### config.mk
export PLATFORM = sky130hd
export DESIGN_NAME = websocket_frame_deframer_core
export DESIGN_NICKNAME = d
export VERILOG_FILES = /design/src/rtl/core/wsdf_pkg.sv /design/src/rtl/core/websocket_frame_deframer_core.sv
export VERILOG_INCLUDE_DIRS = /design/src /design/src/rtl/core
export SDC_FILE = /design/constraint.sdc
export NUM_CORES = 1
export LEC_CHECK = 0
export ABC_CLOCK_PERIOD_IN_PS = 5100
export BUFFER_PORTS_ARGS = -buffer_cell sky130_fd_sc_hd__buf_2
export CORE_ASPECT_RATIO = 0.9
export CORE_MARGIN = 5
export CORE_UTILIZATION = 35
export CTS_CLUSTER_SIZE = 30
export DETAILED_ROUTE_END_ITERATION = 6
export GPL_TIMING_DRIVEN = 1
export PLACE_DENSITY_LB_ADDON = 0.2
export SLEW_MARGIN = 25
export SYNTH_ARGS = -nofsm -noshare
export SYNTH_HDL_FRONTEND = slang
export SYNTH_SLANG_ARGS = --single-unit
### constraint.sdc
create_clock -name clk -period 5.1 [get_ports clk]
set_input_delay 0.51 -clock clk [delete_from_list [all_inputs] [get_ports clk]]
set_output_delay 0.51 -clock clk [all_outputs]
set_load 0.01 [all_outputs]
### src/rtl/core/assert_macros.svh
// Assertion macros used by the RTL of the deframer core.
`ifndef ASSERT_MACROS_SVH
`define ASSERT_MACROS_SVH

// Same-cycle implication, sampled on clk, ignored while in reset.
`define ASSERT_SAME(label, ante, cons) \
    label: assert property (@(posedge clk) disable iff (!rst_n) (ante) |-> (cons)) \
        else $error("assertion failed: same-cycle implication");

// Next-cycle implication, sampled on clk, ignored while in reset.
`define ASSERT_NEXT(label, ante, cons) \
    label: assert property (@(posedge clk) disable iff (!rst_n) (ante) |=> (cons)) \
        else $error("assertion failed: next-cycle implication");

`endif

### src/rtl/core/wsdf_pkg.sv
// Types and constants for the WebSocket frame deframer.
package wsdf_pkg;

    typedef enum logic [2:0] {
        PH_HDR0,
        PH_HDR1,
        PH_EXTLEN,
        PH_KEY,
        PH_PAYLOAD
    } phase_t;

    localparam logic [6:0] LEN_CODE_EXT16 = 7'd126;
    localparam logic [6:0] LEN_CODE_EXT64 = 7'd127;

    // Extended-length and key byte counts, minus one.
    localparam logic [2:0] EXT16_BYTES_M1 = 3'd1;
    localparam logic [2:0] EXT64_BYTES_M1 = 3'd7;
    localparam logic [2:0] KEY_BYTES_M1   = 3'd3;

endpackage

### src/rtl/core/websocket_frame_deframer_core.sv
// WebSocket frame deframer core: byte-wise header parser and payload unmasker.
//
// Input channel: one received stream byte per beat on in_byte (in_valid/in_ready).
// Output channel: one payload beat per payload byte, carrying data_byte (unmasked),
// data_valid, fin_flag, frame_opcode and last_of_frame (out_valid/out_ready).
// Header, extended-length and masking-key bytes produce no output beat. A frame
// with zero payload length gives one beat with data_valid low and last_of_frame high.
// Each result is registered and presented in the cycle after the byte that causes it is taken.
// Throughput: one byte per cycle unless the output stalls; the parser state and the output register are
// both updated in the cycle a byte is taken, and the 64-bit length countdown
// is the longest path.
// in_ready is high whenever the output register is empty or being emptied, so a
// stalled receiver holds back the input only once a result is waiting.
// Reset returns the parser to the first header byte and empties the output register.
module websocket_frame_deframer_core
    import wsdf_pkg::*;
(
    input  logic       clk,
    input  logic       rst_n,
    input  logic       in_valid,
    output logic       in_ready,
    input  logic [7:0] in_byte,
    output logic       out_valid,
    input  logic       out_ready,
    output logic [7:0] data_byte,
    output logic       data_valid,
    output logic       fin_flag,
    output logic [3:0] frame_opcode,
    output logic       last_of_frame
);

`include "assert_macros.svh"

    phase_t      phase_reg, phase_next;
    logic        fin_reg, fin_next;
    logic [3:0]  opcode_reg, opcode_next;
    logic        mask_en_reg, mask_en_next;
    logic [63:0] rem_len_reg, rem_len_next;
    logic [2:0]  hdr_cnt_reg, hdr_cnt_next;
    logic [31:0] mask_key_reg, mask_key_next;
    logic [1:0]  key_idx_reg, key_idx_next;

    logic        out_valid_reg, out_valid_next;
    logic [7:0]  data_byte_reg, data_byte_next;
    logic        data_valid_reg, data_valid_next;
    logic        fin_out_reg, fin_out_next;
    logic [3:0]  opcode_out_reg, opcode_out_next;
    logic        last_reg, last_next;

    logic        in_fire;
    logic        emit;
    logic [6:0]  len_code;
    logic [63:0] ext_len;
    logic [63:0] rem_dec;
    logic [31:0] key_shifted;
    logic [7:0]  key_byte;

    assign in_ready = !out_valid_reg || out_ready;
    assign in_fire  = in_valid && in_ready;

    assign len_code    = in_byte[6:0];
    assign ext_len     = {rem_len_reg[55:0], in_byte};
    assign rem_dec     = rem_len_reg - 64'd1;
    assign key_shifted = {mask_key_reg[23:0], in_byte};

    always_comb
    begin
        unique case (key_idx_reg)
            2'd0:    key_byte = mask_key_reg[31:24];
            2'd1:    key_byte = mask_key_reg[23:16];
            2'd2:    key_byte = mask_key_reg[15:8];
            default: key_byte = mask_key_reg[7:0];
        endcase
    end

    // Next phase
    always_comb
    begin
        phase_next = phase_reg;
        if (in_fire)
        begin
            unique case (phase_reg)
                PH_HDR0:
                    phase_next = PH_HDR1;
                PH_HDR1:
                begin
                    priority if (len_code == LEN_CODE_EXT16 || len_code == LEN_CODE_EXT64)
                        phase_next = PH_EXTLEN;
                    else if (in_byte[7])
                        phase_next = PH_KEY;
                    else if (len_code == 7'd0)
                        phase_next = PH_HDR0;
                    else
                        phase_next = PH_PAYLOAD;
                end
                PH_EXTLEN:
                begin
                    if (hdr_cnt_reg == 3'd0)
                    begin
                        priority if (mask_en_reg)
                            phase_next = PH_KEY;
                        else if (ext_len == 64'd0)
                            phase_next = PH_HDR0;
                        else
                            phase_next = PH_PAYLOAD;
                    end
                end
                PH_KEY:
                begin
                    if (hdr_cnt_reg == 3'd0)
                        phase_next = (rem_len_reg == 64'd0) ? PH_HDR0 : PH_PAYLOAD;
                end
                PH_PAYLOAD:
                begin
                    if (rem_dec == 64'd0)
                        phase_next = PH_HDR0;
                end
                default:
                    phase_next = PH_HDR0;
            endcase
        end
    end

    // Datapath and result
    always_comb
    begin
        fin_next        = fin_reg;
        opcode_next     = opcode_reg;
        mask_en_next    = mask_en_reg;
        rem_len_next    = rem_len_reg;
        hdr_cnt_next    = hdr_cnt_reg;
        mask_key_next   = mask_key_reg;
        key_idx_next    = key_idx_reg;
        emit            = 1'b0;
        data_byte_next  = 8'd0;
        data_valid_next = 1'b0;
        last_next       = 1'b1;

        if (in_fire)
        begin
            unique case (phase_reg)
                PH_HDR0:
                begin
                    fin_next    = in_byte[7];
                    opcode_next = in_byte[3:0];
                end
                PH_HDR1:
                begin
                    mask_en_next = in_byte[7];
                    rem_len_next = 64'd0;
                    priority if (len_code == LEN_CODE_EXT16)
                        hdr_cnt_next = EXT16_BYTES_M1;
                    else if (len_code == LEN_CODE_EXT64)
                        hdr_cnt_next = EXT64_BYTES_M1;
                    else
                    begin
                        rem_len_next = {57'd0, len_code};
                        if (in_byte[7])
                        begin
                            hdr_cnt_next  = KEY_BYTES_M1;
                            mask_key_next = 32'd0;
                        end
                        else
                        begin
                            key_idx_next = 2'd0;
                            emit         = (len_code == 7'd0);
                        end
                    end
                end
                PH_EXTLEN:
                begin
                    rem_len_next = ext_len;
                    if (hdr_cnt_reg == 3'd0)
                    begin
                        if (mask_en_reg)
                        begin
                            hdr_cnt_next  = KEY_BYTES_M1;
                            mask_key_next = 32'd0;
                        end
                        else
                        begin
                            key_idx_next = 2'd0;
                            emit         = (ext_len == 64'd0);
                        end
                    end
                    else
                        hdr_cnt_next = hdr_cnt_reg - 3'd1;
                end
                PH_KEY:
                begin
                    mask_key_next = key_shifted;
                    if (hdr_cnt_reg == 3'd0)
                    begin
                        key_idx_next = 2'd0;
                        emit         = (rem_len_reg == 64'd0);
                    end
                    else
                        hdr_cnt_next = hdr_cnt_reg - 3'd1;
                end
                PH_PAYLOAD:
                begin
                    rem_len_next    = rem_dec;
                    key_idx_next    = key_idx_reg + 2'd1;
                    emit            = 1'b1;
                    data_valid_next = 1'b1;
                    data_byte_next  = mask_en_reg ? (in_byte ^ key_byte) : in_byte;
                    last_next       = (rem_dec == 64'd0);
                end
                default:
                begin
                end
            endcase
        end

        // fin/opcode held from the header; they never change in the emitting cycle
        fin_out_next    = fin_reg;
        opcode_out_next = opcode_reg;
        out_valid_next  = emit ? 1'b1 : (out_ready ? 1'b0 : out_valid_reg);
    end

    always_ff @(posedge clk or negedge rst_n)
    begin
        if (!rst_n)
        begin
            phase_reg     <= PH_HDR0;
            fin_reg       <= 1'b0;
            opcode_reg    <= 4'd0;
            mask_en_reg   <= 1'b0;
            rem_len_reg   <= 64'd0;
            hdr_cnt_reg   <= 3'd0;
            mask_key_reg  <= 32'd0;
            key_idx_reg   <= 2'd0;
            out_valid_reg <= 1'b0;
        end
        else
        begin
            phase_reg     <= phase_next;
            fin_reg       <= fin_next;
            opcode_reg    <= opcode_next;
            mask_en_reg   <= mask_en_next;
            rem_len_reg   <= rem_len_next;
            hdr_cnt_reg   <= hdr_cnt_next;
            mask_key_reg  <= mask_key_next;
            key_idx_reg   <= key_idx_next;
            out_valid_reg <= out_valid_next;
        end
    end

    // Result payload, loaded only with a new beat
    always_ff @(posedge clk)
    begin
        if (emit)
        begin
            data_byte_reg  <= data_byte_next;
            data_valid_reg <= data_valid_next;
            fin_out_reg    <= fin_out_next;
            opcode_out_reg <= opcode_out_next;
            last_reg       <= last_next;
        end
    end

    assign out_valid     = out_valid_reg;
    assign data_byte     = data_byte_reg;
    assign data_valid    = data_valid_reg;
    assign fin_flag      = fin_out_reg;
    assign frame_opcode  = opcode_out_reg;
    assign last_of_frame = last_reg;

    `ASSERT_SAME(a_ready_when_empty, !out_valid_reg, in_ready)
    `ASSERT_NEXT(a_payload_gives_beat, in_fire && phase_reg == PH_PAYLOAD, out_valid_reg && data_valid_reg)
    `ASSERT_SAME(a_empty_frame_beat, out_valid_reg && !data_valid_reg, last_reg && data_byte_reg == 8'd0)
    `ASSERT_SAME(a_key_needs_mask, phase_reg == PH_KEY, mask_en_reg)
    `ASSERT_SAME(a_payload_nonzero, phase_reg == PH_PAYLOAD, rem_len_reg != 64'd0)

endmodule

Word level (Yosys, flattened, before mapping) --
Cells that the tools add are included.
Cells by class: equal/unequal tests 20, reductions and logical operators 23, bitwise gates (word level) 1, add/subtract/negate cells 3, multiplexer cells 46
Operators by type and width (count):
- zero test 64 bit | 3
- case mux 64 bit (3 select lines) | 1
- two-way mux 32 bit | 5
- case mux 32 bit (3 select lines) | 1
- subtractor 64 x 1 -> 64 bit, second input constant | 1
- two-way mux 3 bit | 15
- case mux 8 bit (3 select lines) | 1
- inequality test 2 bit, second input constant | 10
- case mux 3 bit (5 select lines) | 1
- equality test 7 bit, second input constant | 2
- two-way mux 7 bit | 2
- two-way mux 2 bit | 6
- two-way mux 1 bit | 10
- case mux 3 bit (3 select lines) | 1
- two-way mux 8 bit | 1
- case mux 2 bit (4 select lines) | 1
- AND reduction 2 bit | 4
- AND reduction 8 bit | 1
- XOR 8 bit | 1
- zero test 7 bit | 1
- AND reduction 7 bit | 1
- equality test 3 x 2 -> 1 bit, second input constant | 2
- zero test 3 bit | 2
- nonzero test 3 bit | 2
- 17 further kinds | 18
Storage, ports and cells: output and inout port bits 17, bits in registers 126

Longest topological paths before layout --
depth in word-level cells 7, depth in mapped cells 12, mapped depth without buffers 10

Worst setup path before layout --
No wires, ideal clock.
path kind register to register, from register rem_len_reg[48], to register data_byte_reg[0] (netlist: data_byte[0]) (enable), stages on the path, launching flop included 8, arrival 3.214 ns, slack 1.493 ns, buffers on the path 0, path through dfrtp_1 or4_1 nor3_1 nor4bb_1 nand3_1 o31a_1 or3_1 a21oi_1
On the way: longest elaborated chain between the ends 5, elaborated cells between the ends (all ways) 7, those cells by class 5 x mux; 2 x reduce/logical
Ends and longest elaborated chain:
- start, declared | RTL line websocket_frame_deframer_core.sv:38 | logic [63:0] rem_len_reg, rem_len_next;
- start signal, assigned | RTL line websocket_frame_deframer_core.sv:241 | rem_len_reg <= rem_len_next;
- zero test 64 bit | RTL line websocket_frame_deframer_core.sv:183 | emit = (ext_len == 64'd0);
- two-way mux 1 bit | RTL line websocket_frame_deframer_core.sv:175 | if (mask_en_reg)
- two-way mux 1 bit | RTL line websocket_frame_deframer_core.sv:173 | if (hdr_cnt_reg == 3'd0)
- case mux 1 bit (4 select lines) * | RTL line websocket_frame_deframer_core.sv:141 | unique case (phase_reg)
- two-way mux 1 bit * | RTL line websocket_frame_deframer_core.sv:139 | if (in_fire)
- net emit | RTL line websocket_frame_deframer_core.sv:51 | logic emit;
- end signal, assigned | RTL line websocket_frame_deframer_core.sv:254 | data_byte_reg <= data_byte_next;
- end, declared | RTL line websocket_frame_deframer_core.sv:44 | logic [7:0] data_byte_reg, data_byte_next;
The timed path passes the listed nets; every way through them passes the cells marked *. A chain may end at the register's enable or synchronous reset.

Final worst setup path --
from register rem_len_reg[10], to register phase_reg[2]
On the way: longest elaborated chain between the ends 5, elaborated cells between the ends (all ways) 12, those cells by class 1 x add/sub; 1 x eq/ne; 6 x mux; 4 x reduce/logical
Ends and longest elaborated chain:
- parallel branches: the longest is 5 deep, another holds subtractor 64 x 1 -> 64 bit
- end signal, assigned | RTL line websocket_frame_deframer_core.sv:237 | phase_reg <= phase_next;
- end, declared | RTL line websocket_frame_deframer_core.sv:34 | phase_t phase_reg, phase_next;
Parallel ways; which one is timed is not known. The select of a mux whose other input is x is not followed.

==> implementation parameters <==
Parameter                              Value

Hold path
  Type of the tightest min-delay check    input port to async pin

Logic synthesis
  Part of the Yosys area used for sequential elements    0.404
  Most frequent cells after synthesis    148 x sky130_fd_sc_hd__o21ai_0, 127 x sky130_fd_sc_hd__nand2_1, 111 x sky130_fd_sc_hd__dfrtp_1, 105 x sky130_fd_sc_hd__nor2_1, 67 x sky130_fd_sc_hd__clkbuf_1
  Post-synthesis cell type count    63
  Post-Syn Area per Cell    8.00 um^2
  Number of enable-type register cells in the synthesized netlist    15
  Yosys synthesis warning count    0
  Share of flip-flops with an asynchronous set or reset after synthesis    0.881
  Post-synthesis cell area    0.00799 mm^2
  Post-synth net total    1020
  Total of flip-flops plus latches after synthesis    126
  Ranking of synthesized cells by area    sky130_fd_sc_hd__dfrtp_1 35%, sky130_fd_sc_hd__o21ai_0 9.3%, sky130_fd_sc_hd__nand2_1 6.0%, sky130_fd_sc_hd__edfxtp_1 5.6%, sky130_fd_sc_hd__nor2_1 4.9%
  Biggest area consumer among synthesized cells    sky130_fd_sc_hd__dfrtp_1
  Post-synth top flop    sky130_fd_sc_hd__dfrtp_1
  Area share of the largest cell type after synthesis    0.348
  Gate Count Post-Synth    999
  Most frequently used cell type in the post-synthesis netlist    sky130_fd_sc_hd__o21ai_0

Setup path
  Chain of cells forming the critical path    or4_1 -> or3_1 -> or3_1 -> nor4_1 -> xor2_1 -> a2111oi_0 -> nand4_1 -> o221a_1
  Capturing point of the worst reg2reg path    phase_reg[2]$_DFFE_PN0P_
  Worst-path cell with the longest stage delay    sky130_fd_sc_hd__or3_1
  Crit path buffers/inverters    0
  Setup crit end kind    register
  Crit-path max FO    18
  Data arrival time at the worst-slack endpoint    4280 ps
  Crit path largest cell delay    640 ps
  Logic depth of the worst register-to-register path    8
  Data required time at the worst endpoint    5410 ps
  Worst setup SP type    register
  Type of the setup path with the least slack    register to register
  Most used cell along the critical path    sky130_fd_sc_hd__or3_1
  Critical R2R Launch    rem_len_reg[10]$_DFFE_PN0P_
  Crit-path leading delay family    simple AND/OR/NAND/NOR gates
  Setup slack of the most critical reg-to-reg path    1130 ps

Clock tree
  Largest buffer count on any clock path    2
  Clock buffer count from CTS    17
  Clock input transition at the sequential cells of the worst setup and hold paths    60 ps
  Clk root buf    sky130_fd_sc_hd__clkbuf_16
  Sink Count    126
  H-tree depth    4
  Count of instances resized after the clock tree is built    0
  Clock tree from TritonCTS    yes
  Post-CTS Setup Repair Bufs    0
  Hold buffers post-CTS    0
  Clock latency at the later pin of the worst-skew pair    430 ps

Place
  Global placer's final weighted congestion    0.880
  Count of input and output buffers    28
  DPL Wire Length    16.9 mm

Finish
  Fill cells    2291
  Share of cells above drive strength 1    0.105
  Layout overhead on the synthesized area    12.3%
  Multi-input gate area in the final layout    0.00439 mm^2
  Flip-flop count of the largest register, all copies and words added    64
  Register Area    0.00323 mm^2
  Antenna Cells    0
  Net count of the finished layout    1011

Power
  Fraction of power spent switching nets    0.514
  Clock power frac    0.183
  Sequential share of power    0.269
  Net switching power    3400 uW
  Leakage dissipation    0.00372 uW
  Worst IR Drop VDD    0.307 mV
  Pwr/cell area    739 mW/mm^2
  Share of total power in combinational logic    0.548
  Power Internal    3220 uW

Global routing
  Met2 demand-to-capacity share in global routing    0.277
  Remaining global-route overflow    0
  Vias in the first global route    6961
  Met1 Resource Use GR    0.294
  Global-route wire length before repair    40.5 mm
  Overall fraction of global-route tracks in use    0.193
  Maximum number of pins on one net before global-route repair    87
  Met3 track demand over resource in global routing    0.0395
  Number of antenna violations at the first check in global routing    1
  Busiest layer in global routing    met1

Route
  Total routed wirelength    24.7 mm
  DRT iter0 DRCs    1043
  Count of antenna-violating nets left after detailed routing    0
  Total DRC errors in the routed layout    0
  Vias/cell    5.85
  TritonRoute pass-1 iters    6
  Via Count    7608
  Mean routed wirelength per cell    19.0 um

Timing
  Unrepaired setup endpoints after global routing    false
  Headroom to the max-slew limit    0.369
  Portion of the clock cycle consumed by the worst path in the final layout    0.778
  Final setup violation count    0
  Number of failing hold endpoints at the final stage    0
  Least-Margin Pin Slew    943 ps
  Maximum clock frequency    0.252 GHz
  Fin crit period    3970 ps
  Setup skew after layout    13.9 ps
  Hold slack final    202 ps
  Setup total negative slack    0 ps
  Max Slew Vio Count    0

Floorplanning
  Horiz. Die Dim    169 um
  CORE AREA    0.0225 mm^2
  I/O Pins    29
  Initial core utilization    0.355
  Vert. Die Dim    153 um
  FP Rows    52
  Die Footprint    0.0260 mm^2

Flow run
  Max-cap viol count    0

Outcome
  Result of the run    finished clean
-- power groups by stage --
stage	sequential [uW]	combinational, uW	clock (uW)
6_report	1780	3630	1210
3_3_place_gp	1790	3610	0
4_1_cts	1770	3590	1240
5_1_grt	1840	4020	1280
3_5_place_dp	1790	3570	0
2_1_floorplan	1570	2700	0
-- metal layers --
| layer | wire length (um) | vias up |
|---|---|---|
| met5 | 17 | - |
| met4 | 371 | 2 |
| met3 | 1730 | 33 |
| met2 | 10800 | 305 |
| met1 | 11800 | 3637 |
| li1 | - | 3631 |
-- kinds of logic after synthesis --
logic type,share of synthesized area
fa+ha+maj,0.0141
buf+inv,0.0503
compound gates,0.222
xor+xnor,0.0395
mux,0.0127
simple gates,0.258
flops,0.404
-- metrics by stage --
step | worst slack, ps | instance area (um^2) | util | power, uW | std cells
2_1_floorplan | 1490 | 7990 | - | 4270 | 999
3_3_place_gp | 1180 | 8390 | 0.373 | 5390 | 1268
3_5_place_dp | 1150 | 8390 | 0.373 | 5360 | 1268
4_1_cts | 1140 | 8970 | 0.399 | 6600 | 1300
5_1_grt | 911 | 8970 | 0.399 | 7140 | 1300
6_report | 1130 | 8970 | 0.399 | 6630 | 1300
-- final cells by class --
class,instances,share of cell area
Clock inverter,15,0.0176
Timing Repair Buffer,48,0.0340
Multi-Input combinational cell,771,0.489
Inverter,26,0.0109
Sequential cell,126,0.360
Tap cell,297,0.0414
Clock buffer,17,0.0474
-- worst max path at each step --
stage	startpoint	to	slack (ps)	depth (start not counted)
6_report	rem_len_reg[10]$_DFFE_PN0P_	phase_reg[2]$_DFFE_PN0P_	1130	8
5_1_grt	rem_len_reg[2]$_DFFE_PN0P_	phase_reg[2]$_DFFE_PN0P_	910	8
4_1_cts	rem_len_reg[10]$_DFFE_PN0P_	phase_reg[2]$_DFFE_PN0P_	1140	8
3_5_place_dp	rem_len_reg[10]$_DFFE_PN0P_	phase_reg[2]$_DFFE_PN0P_	1150	8
3_3_place_gp	rem_len_reg[48]$_DFFE_PN0P_	data_byte[4]$_SDFFCE_PN0P_	1180	8
2_1_floorplan	rem_len_reg[48]$_DFFE_PN0P_	data_byte[0]$_SDFFCE_PN0P_	1490	7
-- layout by cell type (no fill, tap or decap), types with 3 or more instances in the layout --
| cell type | instances |
|---|---|
| sky130_fd_sc_hd__a21boi_0 | 3 |
| sky130_fd_sc_hd__a21oi_1 | 49 |
| sky130_fd_sc_hd__a222oi_1 | 8 |
| sky130_fd_sc_hd__a22oi_1 | 28 |
| sky130_fd_sc_hd__a31oi_1 | 6 |
| sky130_fd_sc_hd__a32oi_1 | 11 |
| sky130_fd_sc_hd__and2_1 | 4 |
| sky130_fd_sc_hd__and3_1 | 3 |
| sky130_fd_sc_hd__buf_2 | 27 |
| sky130_fd_sc_hd__buf_4 | 20 |
| sky130_fd_sc_hd__clkbuf_16 | 17 |
| sky130_fd_sc_hd__dfrtp_1 | 111 |
| sky130_fd_sc_hd__edfxtp_1 | 15 |
| sky130_fd_sc_hd__ha_1 | 9 |
| sky130_fd_sc_hd__inv_1 | 26 |
| sky130_fd_sc_hd__inv_6 | 7 |
| sky130_fd_sc_hd__inv_8 | 5 |
| sky130_fd_sc_hd__mux2_2 | 9 |
| sky130_fd_sc_hd__nand2_1 | 126 |
| sky130_fd_sc_hd__nand2b_1 | 4 |
| sky130_fd_sc_hd__nand3_1 | 16 |
| sky130_fd_sc_hd__nand3b_1 | 3 |
| sky130_fd_sc_hd__nand4_1 | 16 |
| sky130_fd_sc_hd__nor2_1 | 103 |
| sky130_fd_sc_hd__nor3_1 | 46 |
| sky130_fd_sc_hd__nor3b_1 | 4 |
| sky130_fd_sc_hd__nor4_1 | 39 |
| sky130_fd_sc_hd__nor4b_1 | 4 |
| sky130_fd_sc_hd__o2111ai_1 | 4 |
| sky130_fd_sc_hd__o21a_1 | 3 |
| sky130_fd_sc_hd__o21ai_0 | 148 |
| sky130_fd_sc_hd__o22ai_1 | 9 |
| sky130_fd_sc_hd__o31a_1 | 4 |
| sky130_fd_sc_hd__or2_2 | 5 |
| sky130_fd_sc_hd__or3_1 | 19 |
| sky130_fd_sc_hd__or4_1 | 12 |
| sky130_fd_sc_hd__xnor2_1 | 12 |
| sky130_fd_sc_hd__xor2_1 | 24 |
No activity file was read; power rests on OpenSTA's default activity.
